File: config.mk
export PLATFORM = sky130hd
export DESIGN_NAME = tick_driven_task_scheduler
export DESIGN_NICKNAME = d
export VERILOG_FILES = /design/src/tdts_pkg.sv /design/src/tdts_ram.sv /design/src/tdts_useq.sv /design/src/tdts_dpath.sv /design/src/tick_driven_task_scheduler.sv
export SDC_FILE = /design/constraint.sdc
export NUM_CORES = 1
export LEC_CHECK = 0
export BUFFER_PORTS_ARGS = -buffer_cell sky130_fd_sc_hd__buf_2
export CAP_MARGIN = 20
export CELL_PAD_IN_SITES_DETAIL_PLACEMENT = 0
export CELL_PAD_IN_SITES_GLOBAL_PLACEMENT = 1
export CORE_MARGIN = 5
export CORE_UTILIZATION = 40
export CTS_BUF_LIST = sky130_fd_sc_hd__clkbuf_4
export DETAILED_ROUTE_END_ITERATION = 7
export GPL_TIMING_DRIVEN = 0
export PLACE_DENSITY = 0.74
export SLEW_MARGIN = 20
export SYNTH_ARGS = -nofsm -noshare
export SYNTH_HDL_FRONTEND = slang
export SYNTH_SLANG_ARGS = --single-unit
File: constraint.sdc
create_clock -name clk_i -period 4.95 [get_ports clk_i]
set_clock_uncertainty 0.05 [all_clocks]
set_input_delay 0.7425 -clock clk_i [delete_from_list [all_inputs] [get_ports clk_i]]
set_output_delay 0.7425 -clock clk_i [all_outputs]
set_load 0.02 [all_outputs]
File: src/tdts_pkg.sv
package tdts_pkg;

  // One input item and one result item
  typedef struct packed {
    logic        opcode;
    logic [3:0]  slot_index;
    logic [15:0] slot_priority;
    logic [15:0] slot_counter;
  } in_item_t;

  typedef struct packed {
    logic [3:0] running_slot;
    logic       switched;
    logic       refilled;
  } out_item_t;

  // Item opcodes
  localparam logic OP_TICK  = 1'b0;
  localparam logic OP_WRITE = 1'b1;

  // Configuration register indexes
  localparam logic [0:0] CFG_POLICY_SELECT = 1'd0;
  localparam logic [0:0] CFG_REFILL_SEED   = 1'd1;

  // Policy codes
  localparam logic POLICY_SHORTEST = 1'b0;
  localparam logic POLICY_PRIORITY = 1'b1;

  // Refill generator
  localparam logic [15:0] LFSR_TAPS  = 16'hB400;
  localparam logic [15:0] SEED_RESET = 16'h0001;

  // Datapath actions, one per control word
  typedef enum logic [3:0] {
    ACT_NOP,
    ACT_ACCEPT,
    ACT_WRITE_SLOT,
    ACT_READ_CUR,
    ACT_DEC_CUR,
    ACT_SCAN_INIT,
    ACT_SCAN_STEP,
    ACT_COMMIT,
    ACT_REFILL_INIT,
    ACT_REFILL_STEP,
    ACT_EMIT
  } act_e;

  // Jump conditions
  typedef enum logic [3:0] {
    CND_NEVER,
    CND_ALWAYS,
    CND_NO_INPUT,
    CND_IS_TICK,
    CND_CUR_IDLE,
    CND_RD_ZERO,
    CND_DEC_NONZERO,
    CND_SCAN_MORE,
    CND_FOUND,
    CND_REFILL_MORE,
    CND_OUT_BUSY
  } cond_e;

  localparam int PC_W = 4;

  // Program step addresses
  localparam logic [PC_W-1:0] ST_WAIT        = 4'd0;
  localparam logic [PC_W-1:0] ST_DECODE      = 4'd1;
  localparam logic [PC_W-1:0] ST_WRITE       = 4'd2;
  localparam logic [PC_W-1:0] ST_TICK        = 4'd3;
  localparam logic [PC_W-1:0] ST_CHECK       = 4'd4;
  localparam logic [PC_W-1:0] ST_DEC         = 4'd5;
  localparam logic [PC_W-1:0] ST_SCAN        = 4'd6;
  localparam logic [PC_W-1:0] ST_SCAN_LOOP   = 4'd7;
  localparam logic [PC_W-1:0] ST_COMMIT      = 4'd8;
  localparam logic [PC_W-1:0] ST_REFILL      = 4'd9;
  localparam logic [PC_W-1:0] ST_REFILL_LOOP = 4'd10;
  localparam logic [PC_W-1:0] ST_RESCAN      = 4'd11;
  localparam logic [PC_W-1:0] ST_OUT_WAIT    = 4'd12;
  localparam logic [PC_W-1:0] ST_EMIT        = 4'd13;

  typedef struct packed {
    act_e            act;
    cond_e           cond;
    logic [PC_W-1:0] target;
  } uword_t;

  // Sequencer to datapath
  typedef struct packed {
    act_e act;
  } ctrl_t;

  // Datapath to sequencer
  typedef struct packed {
    logic in_valid;
    logic is_tick;
    logic cur_idle;
    logic rd_zero;
    logic dec_nonzero;
    logic scan_more;
    logic found;
    logic refill_more;
    logic out_busy;
  } stat_t;

  // Control store: jump to target when the condition holds, else next step
  function automatic uword_t ucode(input logic [PC_W-1:0] pc);
    uword_t w;
    unique case (pc)
      ST_WAIT:        w = '{ACT_ACCEPT,      CND_NO_INPUT,    ST_WAIT};
      ST_DECODE:      w = '{ACT_NOP,         CND_IS_TICK,     ST_TICK};
      ST_WRITE:       w = '{ACT_WRITE_SLOT,  CND_ALWAYS,      ST_OUT_WAIT};
      ST_TICK:        w = '{ACT_READ_CUR,    CND_CUR_IDLE,    ST_SCAN};
      ST_CHECK:       w = '{ACT_NOP,         CND_RD_ZERO,     ST_SCAN};
      ST_DEC:         w = '{ACT_DEC_CUR,     CND_DEC_NONZERO, ST_OUT_WAIT};
      ST_SCAN:        w = '{ACT_SCAN_INIT,   CND_NEVER,       ST_WAIT};
      ST_SCAN_LOOP:   w = '{ACT_SCAN_STEP,   CND_SCAN_MORE,   ST_SCAN_LOOP};
      ST_COMMIT:      w = '{ACT_COMMIT,      CND_FOUND,       ST_OUT_WAIT};
      ST_REFILL:      w = '{ACT_REFILL_INIT, CND_NEVER,       ST_WAIT};
      ST_REFILL_LOOP: w = '{ACT_REFILL_STEP, CND_REFILL_MORE, ST_REFILL_LOOP};
      ST_RESCAN:      w = '{ACT_NOP,         CND_ALWAYS,      ST_SCAN};
      ST_OUT_WAIT:    w = '{ACT_NOP,         CND_OUT_BUSY,    ST_OUT_WAIT};
      ST_EMIT:        w = '{ACT_EMIT,        CND_ALWAYS,      ST_WAIT};
      default:        w = '{ACT_NOP,         CND_ALWAYS,      ST_WAIT};
    endcase
    return w;
  endfunction

  // One step of the Galois refill generator
  function automatic logic [15:0] lfsr_next(input logic [15:0] s);
    logic [15:0] n;
    n = {1'b0, s[15:1]};
    if (s[0]) begin
      n = n ^ LFSR_TAPS;
    end
    return n;
  endfunction

endpackage

File: src/tdts_ram.sv
module tdts_ram #(
  parameter int WIDTH = 16,
  parameter int DEPTH = 16
) (
  input  logic                     clk_i,
  input  logic                     we_i,
  input  logic [$clog2(DEPTH)-1:0] waddr_i,
  input  logic [WIDTH-1:0]         wdata_i,
  input  logic [$clog2(DEPTH)-1:0] raddr_i,
  output logic [WIDTH-1:0]         rdata_o
);

  logic [WIDTH-1:0] mem_q [DEPTH];

  always_ff @(posedge clk_i) begin
    if (we_i) begin
      mem_q[waddr_i] <= wdata_i;
    end
    rdata_o <= mem_q[raddr_i];
  end

endmodule

File: src/tdts_useq.sv
module tdts_useq (
  input  logic            clk_i,
  input  logic            rst_ni,
  input  tdts_pkg::stat_t stat_i,
  output tdts_pkg::ctrl_t ctrl_o
);
  import tdts_pkg::*;

  logic [PC_W-1:0] pc_q, pc_d;
  uword_t          uw;
  logic            take;

  assign uw         = ucode(pc_q);
  assign ctrl_o.act = uw.act;

  // Condition select
  always_comb begin
    unique case (uw.cond)
      CND_NEVER:       take = 1'b0;
      CND_ALWAYS:      take = 1'b1;
      CND_NO_INPUT:    take = !stat_i.in_valid;
      CND_IS_TICK:     take = stat_i.is_tick;
      CND_CUR_IDLE:    take = stat_i.cur_idle;
      CND_RD_ZERO:     take = stat_i.rd_zero;
      CND_DEC_NONZERO: take = stat_i.dec_nonzero;
      CND_SCAN_MORE:   take = stat_i.scan_more;
      CND_FOUND:       take = stat_i.found;
      CND_REFILL_MORE: take = stat_i.refill_more;
      CND_OUT_BUSY:    take = stat_i.out_busy;
      default:         take = 1'b0;
    endcase
    pc_d = take ? uw.target : pc_q + 1'b1;
  end

  // Step counter
  always_ff @(posedge clk_i or negedge rst_ni) begin
    if (!rst_ni) begin
      pc_q <= ST_WAIT;
    end else begin
      pc_q <= pc_d;
    end
  end

endmodule

File: src/tdts_dpath.sv
module tdts_dpath #(
  parameter int NUM_SLOTS = 16
) (
  input  logic                clk_i,
  input  logic                rst_ni,
  input  tdts_pkg::ctrl_t     ctrl_i,
  output tdts_pkg::stat_t     stat_o,
  input  logic                policy_i,
  input  logic                seed_we_i,
  input  logic [15:0]         seed_i,
  input  logic                in_valid_i,
  output logic                in_ready_o,
  input  tdts_pkg::in_item_t  in_item_i,
  output logic                out_valid_o,
  input  logic                out_ready_i,
  output tdts_pkg::out_item_t out_item_o
);
  import tdts_pkg::*;

  localparam int SW = $clog2(NUM_SLOTS);
  localparam logic [SW-1:0] LAST = SW'(NUM_SLOTS - 1);

  in_item_t        item_q;
  logic [SW-1:0]   cur_q, prev_q, ridx_q, best_q;
  logic [15:0]     best_cnt_q, best_pri_q, lfsr_q;
  logic            found_q, refill_q;
  logic            cvld_q [NUM_SLOTS];
  logic            pvld_q [NUM_SLOTS];
  logic            rd_cvld_q, rd_pvld_q;
  logic            out_valid_q;
  out_item_t       out_q;

  logic            accept;
  logic            slot_ok;
  logic [SW-1:0]   raddr;
  logic [SW-1:0]   cnt_waddr;
  logic [15:0]     cnt_wdata, cnt_rd, pri_rd, c_eff, p_eff;
  logic            cnt_we, pri_we;
  logic            better, take;

  // Tables
  tdts_ram #(.WIDTH(16), .DEPTH(NUM_SLOTS)) u_cnt_ram (
    .clk_i   (clk_i),
    .we_i    (cnt_we),
    .waddr_i (cnt_waddr),
    .wdata_i (cnt_wdata),
    .raddr_i (raddr),
    .rdata_o (cnt_rd)
  );

  tdts_ram #(.WIDTH(16), .DEPTH(NUM_SLOTS)) u_pri_ram (
    .clk_i   (clk_i),
    .we_i    (pri_we),
    .waddr_i (SW'(item_q.slot_index)),
    .wdata_i (item_q.slot_priority),
    .raddr_i (raddr),
    .rdata_o (pri_rd)
  );

  // Entries never written read as zero
  assign c_eff = rd_cvld_q ? cnt_rd : 16'd0;
  assign p_eff = rd_pvld_q ? pri_rd : 16'd0;

  assign accept     = (ctrl_i.act == ACT_ACCEPT) && in_valid_i;
  assign in_ready_o = (ctrl_i.act == ACT_ACCEPT);
  assign slot_ok    = (item_q.slot_index != 4'd0) && (int'(item_q.slot_index) < NUM_SLOTS);

  // Write port and read address selection
  always_comb begin
    pri_we    = (ctrl_i.act == ACT_WRITE_SLOT) && slot_ok;
    cnt_we    = 1'b0;
    cnt_waddr = SW'(item_q.slot_index);
    cnt_wdata = item_q.slot_counter;
    raddr     = cur_q;
    case (ctrl_i.act)
      ACT_WRITE_SLOT: cnt_we = slot_ok;
      ACT_DEC_CUR: begin
        cnt_we    = 1'b1;
        cnt_waddr = cur_q;
        cnt_wdata = c_eff - 16'd1;
      end
      ACT_REFILL_STEP: begin
        cnt_we    = 1'b1;
        cnt_waddr = ridx_q;
        cnt_wdata = lfsr_next(lfsr_q);
      end
      ACT_SCAN_INIT: raddr = '0;
      ACT_SCAN_STEP: raddr = (ridx_q == LAST) ? '0 : ridx_q + 1'b1;
      default: ;
    endcase
  end

  // Selection compare for the slot whose data is on the read port
  assign better = (policy_i == POLICY_PRIORITY) ? (p_eff >= best_pri_q)
                                                : (c_eff < best_cnt_q);
  assign take   = (c_eff != 16'd0) && (!found_q || better);

  // Status back to the sequencer
  assign stat_o.in_valid    = in_valid_i;
  assign stat_o.is_tick     = (item_q.opcode == OP_TICK);
  assign stat_o.cur_idle    = (cur_q == '0);
  assign stat_o.rd_zero     = (c_eff == 16'd0);
  assign stat_o.dec_nonzero = (c_eff != 16'd1);
  assign stat_o.scan_more   = (ridx_q != LAST);
  assign stat_o.found       = found_q;
  assign stat_o.refill_more = (ridx_q != LAST);
  assign stat_o.out_busy    = out_valid_q && !out_ready_i;

  // Control state
  always_ff @(posedge clk_i or negedge rst_ni) begin
    if (!rst_ni) begin
      cur_q       <= '0;
      lfsr_q      <= SEED_RESET;
      found_q     <= 1'b0;
      refill_q    <= 1'b0;
      rd_cvld_q   <= 1'b0;
      rd_pvld_q   <= 1'b0;
      out_valid_q <= 1'b0;
      for (int i = 0; i < NUM_SLOTS; i++) begin
        cvld_q[i] <= 1'b0;
        pvld_q[i] <= 1'b0;
      end
    end else begin
      rd_cvld_q <= cvld_q[raddr];
      rd_pvld_q <= pvld_q[raddr];
      if (cnt_we) begin
        cvld_q[cnt_waddr] <= 1'b1;
      end
      if (pri_we) begin
        pvld_q[SW'(item_q.slot_index)] <= 1'b1;
      end
      if (seed_we_i) begin
        lfsr_q <= (seed_i == 16'd0) ? SEED_RESET : seed_i;
      end else if (ctrl_i.act == ACT_REFILL_STEP) begin
        lfsr_q <= lfsr_next(lfsr_q);
      end
      if (accept) begin
        refill_q <= 1'b0;
      end else if (ctrl_i.act == ACT_REFILL_INIT) begin
        refill_q <= 1'b1;
      end
      if (ctrl_i.act == ACT_SCAN_INIT) begin
        found_q <= 1'b0;
      end else if (ctrl_i.act == ACT_SCAN_STEP && c_eff != 16'd0) begin
        found_q <= 1'b1;
      end
      if (ctrl_i.act == ACT_COMMIT && found_q) begin
        cur_q <= best_q;
      end
      if (ctrl_i.act == ACT_EMIT) begin
        out_valid_q <= 1'b1;
      end else if (out_ready_i) begin
        out_valid_q <= 1'b0;
      end
    end
  end

  // Payload and scan registers
  always_ff @(posedge clk_i) begin
    if (accept) begin
      item_q <= in_item_i;
      prev_q <= cur_q;
    end
    case (ctrl_i.act)
      ACT_SCAN_INIT:   ridx_q <= '0;
      ACT_REFILL_INIT: ridx_q <= SW'(1);
      ACT_SCAN_STEP, ACT_REFILL_STEP: ridx_q <= ridx_q + 1'b1;
      default: ;
    endcase
    if (ctrl_i.act == ACT_SCAN_STEP && take) begin
      best_q     <= ridx_q;
      best_cnt_q <= c_eff;
      best_pri_q <= p_eff;
    end
    if (ctrl_i.act == ACT_EMIT) begin
      out_q.running_slot <= 4'(cur_q);
      out_q.switched     <= (cur_q != prev_q);
      out_q.refilled     <= refill_q;
    end
  end

  assign out_valid_o = out_valid_q;
  assign out_item_o  = out_q;

  // After a refill every slot but idle holds a nonzero count
  a_refill_finds: assert property (@(posedge clk_i) disable iff (!rst_ni)
    (ctrl_i.act == ACT_COMMIT && refill_q) |-> found_q)
    else $error("scan after refill found no slot");

  // The idle slot never gets a counter
  a_idle_never_loaded: assert property (@(posedge clk_i) disable iff (!rst_ni)
    !cvld_q[0])
    else $error("idle slot counter was written");

  // A picked slot must hold a nonzero count at the time of the pick
  a_pick_nonzero: assert property (@(posedge clk_i) disable iff (!rst_ni)
    (ctrl_i.act == ACT_SCAN_STEP && take) |-> (c_eff != 16'd0))
    else $error("scan picked an empty slot");

endmodule

File: src/tick_driven_task_scheduler.sv
// Tick-driven task scheduler over NUM_SLOTS task slots; slot 0 is the idle slot.
// Input channel (in_valid_i/in_ready_o, in_item_i): a write item loads one
// slot's priority and counter; a tick item decrements the running slot and
// reschedules when it runs out, or at once when idle is running.
// Output channel (out_valid_o/out_ready_i, out_item_o): exactly one result item
// per input item, in order: running slot, switched flag, refilled flag.
// Config channel (cfg_valid_i/cfg_ready_o, cfg_index_i, cfg_data_i): always
// ready; index 0 sets the policy, index 1 sets and reloads the refill seed.
// Sequencing: a small microcoded sequencer steps through one item at a time.
// A tick that rescans runs the scan loop over every slot; one that also
// refills writes slots 1 and up from the refill generator and then scans
// again. The scan loop reads one slot per cycle from the table memories.
// The next item can be accepted in the cycle after the result is loaded.
// Reset: all slots empty, idle running, refill generator at seed 1.
// A stalled receiver holds the result register; the sequencer waits before
// loading the next result and meanwhile stops taking new items.
module tick_driven_task_scheduler #(
  parameter int NUM_SLOTS = 16
) (
  input  logic                clk_i,
  input  logic                rst_ni,
  input  logic                in_valid_i,
  output logic                in_ready_o,
  input  tdts_pkg::in_item_t  in_item_i,
  output logic                out_valid_o,
  input  logic                out_ready_i,
  output tdts_pkg::out_item_t out_item_o,
  input  logic                cfg_valid_i,
  output logic                cfg_ready_o,
  input  logic [0:0]          cfg_index_i,
  input  logic [15:0]         cfg_data_i
);
  import tdts_pkg::*;

  ctrl_t ctrl;
  stat_t stat;
  logic  policy_q;
  logic  seed_we;

  // Configuration registers
  assign cfg_ready_o = 1'b1;
  assign seed_we     = cfg_valid_i && (cfg_index_i == CFG_REFILL_SEED);

  always_ff @(posedge clk_i or negedge rst_ni) begin
    if (!rst_ni) begin
      policy_q <= POLICY_SHORTEST;
    end else if (cfg_valid_i && cfg_index_i == CFG_POLICY_SELECT) begin
      policy_q <= cfg_data_i[0];
    end
  end

  tdts_useq u_useq (
    .clk_i  (clk_i),
    .rst_ni (rst_ni),
    .stat_i (stat),
    .ctrl_o (ctrl)
  );

  tdts_dpath #(.NUM_SLOTS(NUM_SLOTS)) u_dpath (
    .clk_i       (clk_i),
    .rst_ni      (rst_ni),
    .ctrl_i      (ctrl),
    .stat_o      (stat),
    .policy_i    (policy_q),
    .seed_we_i   (seed_we),
    .seed_i      (cfg_data_i),
    .in_valid_i  (in_valid_i),
    .in_ready_o  (in_ready_o),
    .in_item_i   (in_item_i),
    .out_valid_o (out_valid_o),
    .out_ready_i (out_ready_i),
    .out_item_o  (out_item_o)
  );

endmodule

* Word level (Yosys, flattened, before mapping)
Memories as Yosys holds them, arrays and structs flattened. A register that Yosys moved wholly into a read port is not among the register bits.
Cells that the tools add are included.
Widths: inputs -> output; s select.
** Cells by class
- Reduce and logical (&&, ||, !) cells :: 28
- Mux-type cells :: 35
- Equal/unequal tests :: 23
- Bitwise operators :: 8
- Add/subtract/negate cells :: 3
- Order comparisons :: 7
** Operators with widths (number)
- $mux 16 :: 6
- $eq 4x3->1 const B :: 8
- $logic_not 16->1 :: 2
- $or 16x16->16 :: 2
- $pmux 16 s2 :: 1
- $eq 4x4->1 const B :: 7
- $mux 1 :: 17
- $ge 16x16->1 :: 1
- $lt 16x16->1 :: 1
- $ne 16x1->1 const B :: 1
- $pmux 4 s2 :: 2
- $reduce_bool 16->1 :: 1
- $sub 16x1->16 const B :: 1
- $ge 5x5->1 const B :: 3
- $not 4->5 :: 3
- $eq 4x2->1 const B :: 3
- $pmux 4 s3 :: 1
- $logic_and 1x1->1 :: 11
- $lt 5x1->1 const B :: 2
- $pmux 1 s9 :: 1
- $add 4x1->4 const B :: 2
- $bmux 1 s4 :: 2
- $demux 1 s4 :: 2
- $eq 4x1->1 const B :: 2
- other kinds (13) :: 22
** Storage, ports and cells
- Bits in writable memories :: 512
- Flip-flop bits (word level) :: 149
- Output and inout bits :: 9
- Input port bits :: 59
- ROM bits :: 192
- Word-level logic and storage cells :: 160
- Memories kept :: 3
** Memory list
- u_dpath.u_cnt_ram.mem_q :: depth 16, width 16, read ports 1, clocked after Yosys merged registers in 1, write ports 1, RTL line tdts_ram.sv:13 : logic [WIDTH-1:0] mem_q [DEPTH];
- u_dpath.u_pri_ram.mem_q :: depth 16, width 16, read ports 1, clocked after Yosys merged registers in 1, write ports 1, RTL line tdts_ram.sv:13
- (name not given) :: depth 16, width 12, read ports 1, clocked after Yosys merged registers in 0, write ports 0, RTL line tdts_pkg.sv:108 : unique case (pc)

* Logic depth before layout (Yosys ltp)
An unclocked memory read counts as a cell.
- Word-level depth :: 9
- Mapped depth :: 15
- Depth with buffers taken out :: 10

* By module
Synthesis repeated with hierarchy kept, for this count alone.
** Unflattened totals
- Cell total of the unflattened synthesis :: 1596
- Area total of the unflattened synthesis :: 28143.2 µm²
** By module, submodules not included
- tdts_ram :: area an instance 10043.4 µm², times used 2, cells each 432, seq. area each 8007.7 µm²
- tdts_dpath :: area an instance 7310.8 µm², times used 1, cells each 647, seq. area each 4040.1 µm²
- tdts_useq :: area an instance 673.1 µm², times used 1, cells each 79, seq. area each 100.1 µm²
- tick_driven_task_scheduler :: area an instance 72.6 µm², times used 1, cells each 6, seq. area each 25.0 µm²

* Least setup slack after synthesis
Ideal clock, no wire load.
- Path kind :: reg-to-reg
- Start :: register u_dpath.rd_pvld_q
- End :: register u_dpath.best_cnt_q[0] (enable)
- Period minus slack after synthesis :: 5.381 ns
- Stages on the path, launching flop included :: 12
- Library setup time :: 0.495 ns
- Path buffers :: 1
- Required time :: 4.405 ns
- Data arrival time :: 4.836 ns
- Slack :: -0.431 ns
- Cell sequence :: dfrtp_1 > clkbuf_1 > nand2_1 > ha_1 > nand2b_1 > a21o_1 > a21oi_1 > nor2b_1 > o211ai_1 > a2111oi_0 > o21ai_0 > a311oi_1
** Between the ends
- Cells in the longest elaborated chain, start to end :: 6
** RTL lines
- from (decl) :: RTL line tdts_dpath.sv:29 : logic rd_cvld_q, rd_pvld_q;
- from (signal assigned) :: RTL line tdts_dpath.sv:125 : rd_pvld_q <= pvld_q[raddr];
- $mux 16 :: RTL line tdts_dpath.sv:62 : assign p_eff = rd_pvld_q ? pri_rd : 16'd0;
- $ge 16x16->1 :: RTL line tdts_dpath.sv:94 : assign better = (policy_i == POLICY_PRIORITY) ? (p_eff >= best_pri_q)
- $mux 1 :: RTL line tdts_dpath.sv:94
- $logic_or 1x1->1 :: RTL line tdts_dpath.sv:96 : assign take = (c_eff != 16'd0) && (!found_q || better);
- $logic_and 1x1->1 :: RTL line tdts_dpath.sv:96
- $logic_and 1x1->1 :: RTL line tdts_dpath.sv:170 : if (ctrl_i.act == ACT_SCAN_STEP && take) begin
- to (signal assigned) :: RTL line tdts_dpath.sv:172 : best_cnt_q <= c_eff;
- to (decl) :: RTL line tdts_dpath.sv:25 : logic [15:0] best_cnt_q, best_pri_q, lfsr_q;
Every way passes these cells.
A chain may end at the register's enable or synchronous reset.

* Worst setup path after layout
- Start :: register u_useq.pc_q[1]
- End :: register u_dpath.u_cnt_ram.rdata_o[12], read port of u_dpath.u_cnt_ram.mem_q
** Between the ends
- Cells in the longest elaborated chain, start to end :: 3
- Elaborated cells between the ends (all ways) :: 4
- Those cells by class :: 2 x eq/ne; 1 x mux; 1 x memory
** RTL lines
- from (decl) :: RTL line tdts_useq.sv:9 : logic [PC_W-1:0] pc_q, pc_d;
- from (signal assigned) :: RTL line tdts_useq.sv:40 : pc_q <= pc_d;
- $mem_v2 16x12 *
- $eq 4x3->1 :: RTL line tdts_dpath.sv:75 : case (ctrl_i.act)
- $pmux 4 s2 * :: RTL line tdts_dpath.sv:75
- to (decl) :: RTL line tdts_ram.sv:10 : output logic [WIDTH-1:0] rdata_o
Every way passes the cells marked *; elsewhere a longest branch is shown, timed or not.

==> results.cfg <==
[hold_path]
hold_path.class = primary input to flop

[die]
die_h_um = 276
fp.dieArea_mm2 = 0.0762
die_w_um = 276
num_rows = 97
initial_utilization = 0.403
core-area_mm2 = 0.0701
io_pins = 68

[synth]
netlist_instances = 1941
ys_seq_area_frac = 0.713
synthArstFlopShare = 0.0895
yosysUniqueCellTypes = 70
synth_area_mm2 = 0.0283
synth-edff-count = 599
yosys_most_used_dff = edfxtp_1
yosys_warnings = 0
syn_avg_cell_area_um2 = 14.6
ys_ff_latch = 693

[setup_path]
critPathArrivalTime_ps = 5470
critPathRequiredTime_ps = 5750
critical-path-max-stage-delay_ps = 670
startpoint_type = flop
end_kind = flop
crit_path_top_delay_cell = clkbuf_1
crit_fanout = 10
critPathKind = flop to flop
crit_family = buffers and inverters
cp_num_buf_inv = 6
cp_cell_sequence = clkbuf_2, inv_1, ha_1, buf_2, mux2i_1, mux2_2, o221ai_2, a32o_1, buf_6, buf_6, clkbuf_1, mux2i_1, a221oi_1, or4_1

[outcome]
outcome = complete, no violations

[power]
peakVddDrop_mv = 0.220
clkPwrFrac = 0.426
power_frac_comb = 0.020
powerDensity_mw_per_mm2 = 343
seqPwrFrac = 0.554
p_sw_mw = 2.41
p_sw_frac = 0.209
intPower_mw = 9.08
cellLeakagePower_nw = 11.9

[grt]
grt_overflow = 0
grt_usage = 0.209
grt_pass1_wl_um = 117000
grt_max_degree = 43
antenna_found_initial = 3
grt_pass1_vias = 18540

[timing]
rsz0062_at_grt = false
tightest_slew_ps = 923
worst_slack_ps = 281
final.period_utilization = 0.943
fmax_mhz = 214
hold_viol = 0
layout_min_cycle_time_ps = 4670
report.final.slew_viol_count = 0
finalSetupViolations = 0
slew_headroom = 0.385

[finish]
syn_to_final_growth_pct = 18.3
final_util = 0.477
drive_above_1_share = 0.218
layout_common_cells = edfxtp_1 (599), clkbuf_4 (257), nand2_1 (189)
layoutNonFillerInstCount = 3360
fin_nets = 2383
final_common_cell = edfxtp_1

[route]
via_per_inst = 5.51
dr.pass1.iters = 6
routed_wl_um = 79900
drc_errors = 0
vias = 18522
dr.first_iter.drc_count = 1934
routedWlPerCell_um = 23.8
ant_nets = 0

[placed_design]
place_congestion = 0.878
pre_cts_ws_ps = -260
port_buffers = 66
post-dp-hpwl_um = 51600
dp_cells = 2983

[job]
drv_cap = 0

[clock_network]
clkLatencyLatePin_ps = 1010
clkSlewWorstSetupHoldPaths_ps = 60
root_buffer = clkbuf_4
cts_sinks = 693
cts_buffers = 170
cts-htree-levels = 4
cts_tree = yes
clockBufferDepth = 3
## worst reg2reg max path: stages (launching register included)
cell,delay [ps]
dfrtp_1,440
clkbuf_2,270
inv_1,170
ha_1,300
buf_2,200
mux2i_1,150
mux2_2,390
o221ai_2,420
a32o_1,220
buf_6,170
buf_6,190
clkbuf_1,670
mux2i_1,300
a221oi_1,120
or4_1,490
## Yosys cell counts, types with 8 or more instances
cell,n,area share
dfxtp_1,32,0.023
or2_2,17,0.0038
inv_1,45,0.0060
xnor2_1,16,0.0050
buf_2,26,0.0046
buf_1,10,0.0013
mux2i_1,121,0.043
and2_1,33,0.0073
a21oi_1,177,0.031
a221o_1,8,0.0028
dfrtp_1,61,0.054
edfxtp_1,599,0.64
nor2b_1,9,0.0020
nand2b_1,11,0.0024
buf_6,10,0.0040
or2_1,17,0.0038
a21o_1,13,0.0034
ha_1,40,0.018
a21oi_2,20,0.0062
mux2_1,34,0.014
nand2_1,189,0.025
a22oi_1,9,0.0024
nor2_1,47,0.0062
clkbuf_1,70,0.0093
or4_1,36,0.0095
nor3_1,11,0.0019
mux2_2,9,0.0036
a221oi_1,104,0.032
o21ai_0,74,0.013
nand3_1,12,0.0021
## per-layer routing
layer	share of wire	GRT usage	wire [µm]	vias up
met2	0.47	0.338	37700	828
met1	0.42	0.278	33200	9289
met5	0	0	0	-
met3	0.078	0.0506	6260	157
met4	0.033	0.0743	2650	0
li1	-	-	-	8248
## path summary, 6_finish.rpt
path                                               from                               endpoint  slack, ps  cells after the start
min in group asynchronous                        rst_ni          u_dpath.pvld_q[7]$_DFFE_PN0P_        180                      2
min                                         out_ready_i        u_dpath.out_valid_o$_DFFE_PN0P_        170                      3
max in group asynchronous                        rst_ni          u_dpath.lfsr_q[0]$_DFFE_PN1P_       4030                      3
min reg2reg                u_dpath.refill_q$_DFFE_PN0P_        u_dpath.out_item_o[0]$_DFFE_PP_        410                      0
max reg2reg                  u_useq.pc_q[1]$_DFFE_PN0P_  u_dpath.u_cnt_ram.rdata_o[12]$_DFF_P_        280                     14
max                          u_useq.pc_q[1]$_DFFE_PN0P_  u_dpath.u_cnt_ram.rdata_o[12]$_DFF_P_        280                     14
## metrics by stage
step           TNS, ps  power, mW  hold slack (ps)  instance area [µm²]
2_1_floorplan        0       6.59              374                28400
3_3_place_gp   -281030       6.67              386                29900
3_5_place_dp     -1790       6.69              390                30400
4_1_cts              0       11.6             68.7                33200
5_1_grt              0       12.0              109                33500
6_report             0       11.5              172                33500
## layout make-up
class                      instances  area [µm²]
clock buffer                     257        1930
sequential                       693       20200
fill                            6178       36700
tap                              940        1180
buffer                           118         581
clock inverter                    48         337
timing repair buffer             156        1360
antenna                            3        7.51
inverter                          45         169
multi-input combinational       1100        7740
## power groups by stage
stage,clock (mW),combinational [mW],sequential [mW]
final,4.89,0.235,6.37
after CTS,4.99,0.236,6.36
after global routing,5.33,0.262,6.37
after global placement,0,0.176,6.49
after floorplan,0,0.105,6.48
after detailed placement,0,0.199,6.49
## state kept, by name, indices dropped and copies added (netlist names), 6 cells and up
signal / cells
u_dpath.best_cnt_q: 16
u_dpath.best_pri_q: 16
u_dpath.cvld_q: 16
u_dpath.item_q: 37
u_dpath.lfsr_q: 16
u_dpath.out_item_o: 6
u_dpath.pvld_q: 16
u_dpath.u_cnt_ram.mem_q: 256
u_dpath.u_cnt_ram.rdata_o: 16
u_dpath.u_pri_ram.mem_q: 256
u_dpath.u_pri_ram.rdata_o: 16
## logic make-up after synthesis
| family | Yosys count | share of synthesized area |
|---|---|---|
| AO/OA/AOI/OAI | 445 | 0.104 |
| XOR/XNOR | 22 | 0.00681 |
| adder cells (fa/ha/maj) | 40 | 0.0177 |
| buffers and inverters | 163 | 0.0257 |
| AND/OR/NAND/NOR | 410 | 0.0716 |
| multiplexers | 166 | 0.0612 |
| other | 2 | 0.000265 |
| flip-flops | 693 | 0.713 |
## timing repair
item | CTS | global route
gates resized for setup | 6 | 37
pin swaps | 1 | 9
endpoints found under the hold margin | 115 | 0
endpoints found under the setup margin | 25 | 318
hold buffers | 55 | 0
buffers inserted | 0 | 14
Note: power is estimated with default switching activity, not from simulation.
